**src/rtl/plpp_pkg.sv**
```systemverilog
// Shared types and constants of the peer-list packet parser.
package plpp_pkg;

	// Packet status codes carried by a status record
	typedef enum logic [2:0] {
		ST_OK    = 3'd0,
		ST_TYPE  = 3'd1,
		ST_TRUNC = 3'd2,
		ST_LEN   = 3'd3,
		ST_PORT  = 3'd4,
		ST_TRAIL = 3'd5
	} status_t;

	// Record kinds on the result channel
	localparam logic KIND_PEER   = 1'b0;
	localparam logic KIND_STATUS = 1'b1;

	// Required value of the per-peer address length byte
	localparam logic [7:0] IPV4_LEN = 8'd4;

	// Last address byte position within a peer
	localparam logic [1:0] ADDR_LAST = 2'd3;

	// Outcome of one input byte: an optional peer record, then an optional status record
	typedef struct packed {
		logic        has_peer;
		logic [31:0] addr;
		logic [15:0] port;
		logic [15:0] idx;
		logic        has_status;
		status_t     status;
	} entry_t;

endpackage

```
**src/rtl/peer_list_packet_parser_unit.sv**
```systemverilog
// Top level of the byte-serial peer-list packet parser.
//
// Channel  Direction  Handshake             Payload
// in       sink       in_valid / in_stall   data_byte, end_of_packet
// out      source     out_valid / out_stall record_kind, ip_addr, port_num,
//                                           peer_index, status, last
// cfg      sink       cfg_valid / cfg_ready cfg_data (expected_type)
//
// One byte is taken per cycle while in_stall is low. The parser state
// advances at the edge that accepts a byte, and the byte's outcome (a peer
// record, a status record, or both) enters a FIFO_DEPTH-entry result queue in
// the same edge; a queue entry that carries both records shows its peer record
// first, then its status record; in_stall rises only while the queue is full.
// Reset clears the parser state, the queue and expected_type; cfg_ready is
// always high.
module peer_list_packet_parser_unit #(
	parameter int FIFO_DEPTH = 4
) (
	input  logic        clk,
	input  logic        arst_n,
	// input byte channel
	input  logic        in_valid,
	output logic        in_stall,
	input  logic [7:0]  data_byte,
	input  logic        end_of_packet,
	// result channel
	output logic        out_valid,
	input  logic        out_stall,
	output logic        record_kind,
	output logic [31:0] ip_addr,
	output logic [15:0] port_num,
	output logic [15:0] peer_index,
	output logic [2:0]  status,
	output logic        last,
	// configuration write channel
	input  logic        cfg_valid,
	output logic        cfg_ready,
	input  logic [7:0]  cfg_data
);
	import plpp_pkg::*;

	localparam int PTR_W = (FIFO_DEPTH > 1) ? $clog2(FIFO_DEPTH) : 1;
	localparam int CNT_W = $clog2(FIFO_DEPTH + 1);
	localparam logic [PTR_W-1:0] PTR_LAST = PTR_W'(FIFO_DEPTH - 1);
	localparam logic [CNT_W-1:0] CNT_FULL = CNT_W'(FIFO_DEPTH);

	// Parser phases, one per field of the packet, then PH_DONE
	typedef enum logic [2:0] {
		PH_TYPE,
		PH_COUNT_HI,
		PH_COUNT_LO,
		PH_LEN,
		PH_ADDR,
		PH_PORT_HI,
		PH_PORT_LO,
		PH_DONE
	} phase_t;

	// Configuration register
	logic [7:0] expected_type_q;

	// Parser state
	phase_t      phase_q, phase_nx;
	logic [1:0]  byte_cnt_q, byte_cnt_nx;
	logic [15:0] remain_q, remain_nx;
	logic [15:0] next_idx_q, next_idx_nx;
	logic [31:0] addr_q, addr_nx;
	logic [7:0]  high_q, high_nx;
	status_t     err_q, err_nx;

	// Result queue
	entry_t           fifo_q [FIFO_DEPTH];
	logic [PTR_W-1:0] wr_ptr_q, rd_ptr_q;
	logic [CNT_W-1:0] count_q;
	logic             half_q;

	logic       in_fire;
	logic       push, pop;
	entry_t     new_entry, head;
	logic       show_peer;
	logic [15:0] port_val;
	status_t    end_status;

	assign cfg_ready = 1'b1;
	assign in_stall  = (count_q == CNT_FULL);
	assign in_fire   = in_valid && !in_stall;

	// Next parser state and the byte's outcome
	always_comb begin
		phase_nx    = phase_q;
		byte_cnt_nx = byte_cnt_q;
		remain_nx   = remain_q;
		next_idx_nx = next_idx_q;
		addr_nx     = addr_q;
		high_nx     = high_q;
		err_nx      = err_q;
		port_val    = {high_q, data_byte};
		end_status  = ST_OK;

		new_entry            = '0;
		new_entry.addr       = addr_q;
		new_entry.port       = port_val;
		new_entry.idx        = next_idx_q;
		new_entry.status     = ST_OK;

		if (err_q == ST_OK) begin
			case (phase_q)
				PH_TYPE: begin
					if (data_byte != expected_type_q) err_nx = ST_TYPE;
					else phase_nx = PH_COUNT_HI;
				end
				PH_COUNT_HI: begin
					high_nx  = data_byte;
					phase_nx = PH_COUNT_LO;
				end
				PH_COUNT_LO: begin
					remain_nx   = port_val;
					next_idx_nx = '0;
					phase_nx    = (port_val == 16'd0) ? PH_DONE : PH_LEN;
				end
				PH_LEN: begin
					// check the length before any address byte is taken
					if (data_byte != IPV4_LEN) begin
						err_nx = ST_LEN;
					end else begin
						byte_cnt_nx = '0;
						addr_nx     = '0;
						phase_nx    = PH_ADDR;
					end
				end
				PH_ADDR: begin
					addr_nx = {addr_q[23:0], data_byte};
					if (byte_cnt_q == ADDR_LAST) begin
						byte_cnt_nx = '0;
						phase_nx    = PH_PORT_HI;
					end else begin
						byte_cnt_nx = byte_cnt_q + 2'd1;
					end
				end
				PH_PORT_HI: begin
					high_nx  = data_byte;
					phase_nx = PH_PORT_LO;
				end
				PH_PORT_LO: begin
					if (port_val == 16'd0) begin
						err_nx = ST_PORT;
					end else begin
						new_entry.has_peer = 1'b1;
						next_idx_nx        = next_idx_q + 16'd1;
						remain_nx          = remain_q - 16'd1;
						phase_nx           = (remain_q == 16'd1) ? PH_DONE : PH_LEN;
					end
				end
				default: begin
					err_nx = ST_TRAIL;
				end
			endcase
		end

		if (end_of_packet) begin
			// report the first error, else whether the packet was complete
			if (err_nx != ST_OK) end_status = err_nx;
			else if (phase_nx != PH_DONE) end_status = ST_TRUNC;
			else end_status = ST_OK;
			new_entry.has_status = 1'b1;
			new_entry.status     = end_status;
			// drop all packet state
			phase_nx    = PH_TYPE;
			byte_cnt_nx = '0;
			remain_nx   = '0;
			next_idx_nx = '0;
			addr_nx     = '0;
			high_nx     = '0;
			err_nx      = ST_OK;
		end
	end

	assign push = in_fire && (new_entry.has_peer || new_entry.has_status);

	// Output side: a head entry shows its peer record first, then its status record
	assign head      = fifo_q[rd_ptr_q];
	assign out_valid = (count_q != '0);
	assign show_peer = head.has_peer && !half_q;
	assign pop       = out_valid && !out_stall && (!show_peer || !head.has_status);

	assign record_kind = show_peer ? KIND_PEER : KIND_STATUS;
	assign ip_addr     = show_peer ? head.addr : 32'd0;
	assign port_num    = show_peer ? head.port : 16'd0;
	assign peer_index  = show_peer ? head.idx : 16'd0;
	assign status      = show_peer ? ST_OK : head.status;
	assign last        = show_peer ? !head.has_status : 1'b1;

	// Configuration register
	always_ff @(posedge clk or negedge arst_n) begin
		if (!arst_n) begin
			expected_type_q <= '0;
		end else if (cfg_valid && cfg_ready) begin
			expected_type_q <= cfg_data;
		end
	end

	// Parser state: advance only on an accepted byte
	always_ff @(posedge clk or negedge arst_n) begin
		if (!arst_n) begin
			phase_q    <= PH_TYPE;
			byte_cnt_q <= '0;
			remain_q   <= '0;
			next_idx_q <= '0;
			addr_q     <= '0;
			high_q     <= '0;
			err_q      <= ST_OK;
		end else if (in_fire) begin
			phase_q    <= phase_nx;
			byte_cnt_q <= byte_cnt_nx;
			remain_q   <= remain_nx;
			next_idx_q <= next_idx_nx;
			addr_q     <= addr_nx;
			high_q     <= high_nx;
			err_q      <= err_nx;
		end
	end

	// Queue storage
	always_ff @(posedge clk) begin
		if (push) begin
			fifo_q[wr_ptr_q] <= new_entry;
		end
	end

	// Queue control
	always_ff @(posedge clk or negedge arst_n) begin
		if (!arst_n) begin
			wr_ptr_q <= '0;
			rd_ptr_q <= '0;
			count_q  <= '0;
			half_q   <= 1'b0;
		end else begin
			if (push) begin
				wr_ptr_q <= (wr_ptr_q == PTR_LAST) ? '0 : wr_ptr_q + 1'b1;
			end
			if (pop) begin
				rd_ptr_q <= (rd_ptr_q == PTR_LAST) ? '0 : rd_ptr_q + 1'b1;
				half_q   <= 1'b0;
			end else if (out_valid && !out_stall && show_peer) begin
				// peer record taken, status record of the same entry follows
				half_q <= 1'b1;
			end
			if (push && !pop) count_q <= count_q + 1'b1;
			else if (pop && !push) count_q <= count_q - 1'b1;
		end
	end

endmodule

```
**config.mk**
```make
export PLATFORM = sky130hd
export DESIGN_NAME = peer_list_packet_parser_unit
export DESIGN_NICKNAME = d
export VERILOG_FILES = /design/src/rtl/plpp_pkg.sv /design/src/rtl/peer_list_packet_parser_unit.sv
export SDC_FILE = /design/constraint.sdc
export NUM_CORES = 1
export LEC_CHECK = 0
export BUFFER_PORTS_ARGS = -buffer_cell sky130_fd_sc_hd__buf_2
export CAP_MARGIN = 25
export CORE_MARGIN = 2
export CORE_UTILIZATION = 25
export CTS_BUF_LIST = sky130_fd_sc_hd__clkbuf_4 sky130_fd_sc_hd__clkbuf_8
export DETAILED_ROUTE_END_ITERATION = 10
export GPL_TIMING_DRIVEN = 0
export PLACE_DENSITY = 0.45
export SLEW_MARGIN = 10
export SYNTH_ARGS = -nofsm -noshare
export SYNTH_HDL_FRONTEND = slang
export SYNTH_SLANG_ARGS = --single-unit
```
**constraint.sdc**
```tcl
create_clock -name clk -period 3.4 [get_ports clk]
set_clock_uncertainty 0.1 [all_clocks]
set_input_delay 0 -clock clk [delete_from_list [all_inputs] [get_ports clk]]
set_output_delay 0 -clock clk [all_outputs]
set_load 0.02 [all_outputs]
```
After elaboration in Yosys (flattened, before gate mapping):

Memories as Yosys holds them, arrays and structs flattened.
Cells that the tools add are included.

* register bits after elaboration: 96
* RAM bits: 276
* input bits: 22
* output and inout bits: 72
* logic and storage cells: 124
* memories kept: 1

* add/subtract/negate cells: 7
* equal/unequal tests: 16
* multiplexer cells: 55
* reduce and logical (&&, ||, !) cells: 33

Memory list
* fifo_q: depth 4, width 69, rd ports 1, clocked after Yosys merged registers in 0, write ports 1, line peer_list_packet_parser_unit.sv:72 `entry_t fifo_q [FIFO_DEPTH];`

Operators by type and width (count)
* 16-bit 2-to-1 mux: 8
* 32-bit 2-to-1 mux: 4
* 16-bit case mux with 2 select lines: 2
* 32-bit case mux with 2 select lines: 1
* 3-bit 2-to-1 mux: 17
* 8-bit 2-to-1 mux: 3
* 3-bit case mux with 7 select lines: 1
* 16-bit by 1-bit adder with 16-bit output (second input constant): 1
* 16-bit by 1-bit == test with 1-bit output (second input constant): 1
* 16-bit zero test: 1
* 16-bit by 1-bit subtractor with 16-bit output (second input constant): 1
* 2-bit 2-to-1 mux: 7
* 3-bit == test (second input constant): 4
* 3-bit case mux with 4 select lines: 1
* 3-bit nonzero test: 4
* 1-bit 2-to-1 mux: 9
* 3-bit != test (second input constant): 3
* 1-bit logical AND: 8
* 8-bit by 3-bit != test with 1-bit output (second input constant): 1
* 8-bit != test: 1
* 4-bit AND reduction: 2
* 2-bit nonzero test: 4
* 1-bit zero test: 7
* 2-bit by 1-bit adder with 2-bit output (second input constant): 3
* other kinds (12): 17

Longest topological paths before layout:

* depth in word-level cells: 15
* gate-level depth with buffers: 12
* depth with buffers taken out: 11

Least setup slack after synthesis:

OpenSTA, ideal clock, no wires.

* path kind: reg-to-reg
* from: reg err_q[2]
* to: mem fifo_q[0][0] (netlist name), enable pin
* setup time: 435 ps
* arrival time: 3049 ps
* data required time: 2865 ps
* path slack: -184 ps
* cell stages (with the launch flop): 5
* path buffers: 0
* period minus slack after synthesis: 3584 ps
* cells stage by stage: dfrtp_1 or3_1 nor3_1 o21a_1 and2_1

RTL lines
* from (decl): line peer_list_packet_parser_unit.sv:69 `status_t err_q, err_nx;`
* from (signal assigned): line peer_list_packet_parser_unit.sv:219 `err_q <= err_nx;`
* to (decl): line peer_list_packet_parser_unit.sv:72

==> flow_metrics.py <==
metrics = {
    "place": {
        "gp_congestion": 0.798,
        "place_ws_ps": 102,
        "portBuffers": 91,
        "hpwl_um": 25300,
    },
    "power_and_ir_drop": {
        "p_leak_nw": 6.75,
        "p_per_area_nw_per_um2": 783,
        "peakVddDrop_uv": 277,
    },
    "detailed_routing": {
        "routedWlPerCell_um": 19.5,
        "drtIter0Drc": 602,
        "wl_met3_um": 1800,
        "drc": 0,
        "met2_length_um": 19600,
        "avgViaCountPerCell": 4.51,
        "wl_met1_um": 17300,
        "highest_layer": "met4",
        "via_count": 9191,
        "drt.antenna.violating_nets": 0,
        "dr.pass1.iters": 5,
        "routed_wirelength_um": 39800,
    },
    "global_route": {
        "overflow": 0,
        "grtUsageTotal_pct": 12.8,
        "grt_pass1_wl_um": 60600,
        "antenna_found_initial": 0,
        "grt_pass1_vias": 9844,
        "grt_max_degree": 76,
    },
    "worst_setup_path": {
        "cp.arrival_ps": 3270,
        "reg2reg_depth": 6,
        "startpoint_type": "flip-flop",
        "rrSetupSlack_ps": 320,
        "crit_path_end_kind": "flip-flop",
        "reg2reg_from": "phase_q[2]$_DFFE_PN0P_",
        "crit_fanout": 37,
        "cp_data_required_time_ps": 3590,
        "crit_type": "reg -> reg",
        "r2r-end": "fifo_q[3][10]$_DFFE_PP_",
    },
    "sta": {
        "relSlewSlack_pct": 37.4,
        "tightest_slew_ps": 939,
        "report.final.slew_viol_count": 0,
        "fin_ws_ps": 322,
        "setup_violations": 0,
        "period_share_pct": 90.5,
        "fmax_mhz": 325,
        "rsz0062_at_grt": "no",
        "timing.final.crit_period_ps": 3080,
        "hold_violations": 0,
        "hold-worst-slack_ps": 79.6,
    },
    "clocking": {
        "insertion_delay_ps": 630,
        "cts_buffers": 67,
        "clock-sinks": 372,
        "cts-root-buf": "clkbuf_8",
        "cts_max_path_buffers": 3,
        "cts_tree": "built",
        "post_cts_buffers": 0,
        "clkSlewWorstSetupHoldPaths_ps": 60,
        "htreeDepth": 3,
    },
    "die": {
        "ios": 94,
        "core_area_sq_um": 60600,
        "rows": 90,
        "die_h_um": 252,
        "die_width_um": 252,
        "start_util_pct": 25.4,
        "die-area_sq_um": 63600,
    },
    "hold_path": {
        "hold_start": "data_byte[2]",
        "hold_end": "fifo_q[0][22]$_DFFE_PP_",
        "whs_path_depth": 2,
        "min_path_type": "in -> reg",
    },
    "run": {
        "timing.max_cap.violations": 0,
    },
    "yosys": {
        "ys.flop_type": "edfxtp_1",
        "synth_edf_count": 276,
        "synth_nets": 1032,
        "syn_avg_cell_area_sq_um": 15.4,
        "yosysUniqueCellTypes": 57,
        "synth.area.top_cells": "edfxtp_1, dfrtp_1, mux4_2",
        "post-synth-top-count-cell": "edfxtp_1",
        "ys_ff_latch": 372,
        "async_reset_ff_share_pct": 25.8,
        "ys_seq_area_share_pct": 69.4,
        "ys_top_cells_by_count": "edfxtp_1, dfrtp_1, nand2_1",
        "netlist_instances": 999,
        "synth_largest_area_cell": "edfxtp_1",
        "synth_top_area_share_pct": 53.8,
        "syn_area_sq_um": 15400,
        "ys_warn_count": 0,
    },
    "final_layout": {
        "area.growth.synth_to_final_pct": 21.9,
        "drive_gt1_share_pct": 26.9,
        "nNetsFinal": 1236,
        "diodes": 0,
    },
    "outcome": {
        "status": "completed",
    },
}
stage by stage:
| stage | util, % | cells | TNS (ps) | power, mW | instance area (sq um) |
|---|---|---|---|---|---|
| 2_1_floorplan | - | 999 | 0 | 8.93 | 15400 |
| 3_3_place_gp | 27.8 | 1872 | -186170 | 10.5 | 16800 |
| 5_1_grt | 31.0 | 2039 | 0 | 15.6 | 18800 |
| 3_5_place_dp | 28.0 | 1877 | 0 | 10.6 | 17000 |
| 4_1_cts | 30.9 | 2038 | 0 | 15.0 | 18700 |
| 6_report | 31.0 | 2039 | 0 | 14.7 | 18800 |
worst max-delay path by stage:
stage                                    to                    start  slack (ps)
finish              fifo_q[3][10]$_DFFE_PP_   phase_q[2]$_DFFE_PN0P_         320
global route        fifo_q[0][10]$_DFFE_PP_   phase_q[2]$_DFFE_PN0P_          80
CTS                           peer_index[4]  rd_ptr_q[0]$_DFFE_PN0P_          10
detailed placement   fifo_q[0][8]$_DFFE_PP_   phase_q[2]$_DFFE_PN0P_         100
global placement     fifo_q[0][8]$_DFFE_PP_   phase_q[2]$_DFFE_PN0P_        -720
floorplan            fifo_q[0][0]$_DFFE_PP_     err_q[2]$_DFFE_PN0P_         570
layout make-up:
cell class / instances / area, sq um
Tap cell: 782 / 978
Multi-Input combinational cell: 562 / 4450
Clock buffer: 99 / 1170
Clock inverter: 24 / 193
Inverter: 8 / 30.0
Timing Repair Buffer: 134 / 982
Fill cell: 6081 / 41800
Buffer: 58 / 264
Sequential cell: 372 / 10700
state kept, by name, indices dropped and copies added (netlist names):
name	cells
rd_ptr_q	2
err_q	3
addr_q	32
fifo_q	276
expected_type_q	8
wr_ptr_q	2
byte_cnt_q	2
half_q	1
remain_q	16
count_q	3
next_idx_q	16
high_q	8
phase_q	3
per-layer routing:
layer	global-route usage (%)	vias to the layer above
li1	-	4217
met1	16.3	4684
met2	21.2	213
met3	3.19	77
met4	4.41	0
met5	0	-
where the power goes:
| part | internal (mW) | switching (mW) |
|---|---|---|
| Combinational | 1.84 | 2.69 |
| Clock | 2.40 | 1.89 |
| Sequential | 5.54 | 0.321 |
| Total | 9.78 | 4.91 |
repair_timing:
action / 4_1_cts / 5_1_grt
resized for setup: 4 / 8
endpoints found under the hold margin: 182 / 0
hold buffers: 38 / 0
endpoints found under the setup margin: 29 / 146
pin swaps: 0 / 2
cloned: 0 / 1
critical path: stages, from the launching register on:
cell and delay, ps:
dfrtp_1 390, clkbuf_1 320, nand2_1 330, nor3_2 320
o21a_2 310, and2_4 630, buf_16 300
cell usage in the layout, fill, tap and decap left out, drive strengths merged, types with 3 or more instances in the layout:
master       count
nand2b           8
nor4            11
ha              10
a21o             3
o21ai           87
buf            115
nor2            47
and2            13
dlygate4sd3     37
a31o            10
dfrtp           96
xnor2           10
o2111ai          3
nor3b            3
nand2           91
clkbuf         138
edfxtp         276
nor2b           74
nand3           13
o31ai            8
mux2            12
nor3            13
a21oi           28
mux4            69
o21a             4
inv             13
nand4            5
or3              3
and3             8
clkinv          16
cells by family after synthesis:
family          synth area share, %
fa+ha+maj                     0.943
compound gates                 6.32
xor+xnor                      0.683
simple gates                   9.71
mux                            11.0
other cells                  0.0244
buf+inv                        1.83
flops                          69.4
No activity file was read; power rests on OpenSTA's default activity.
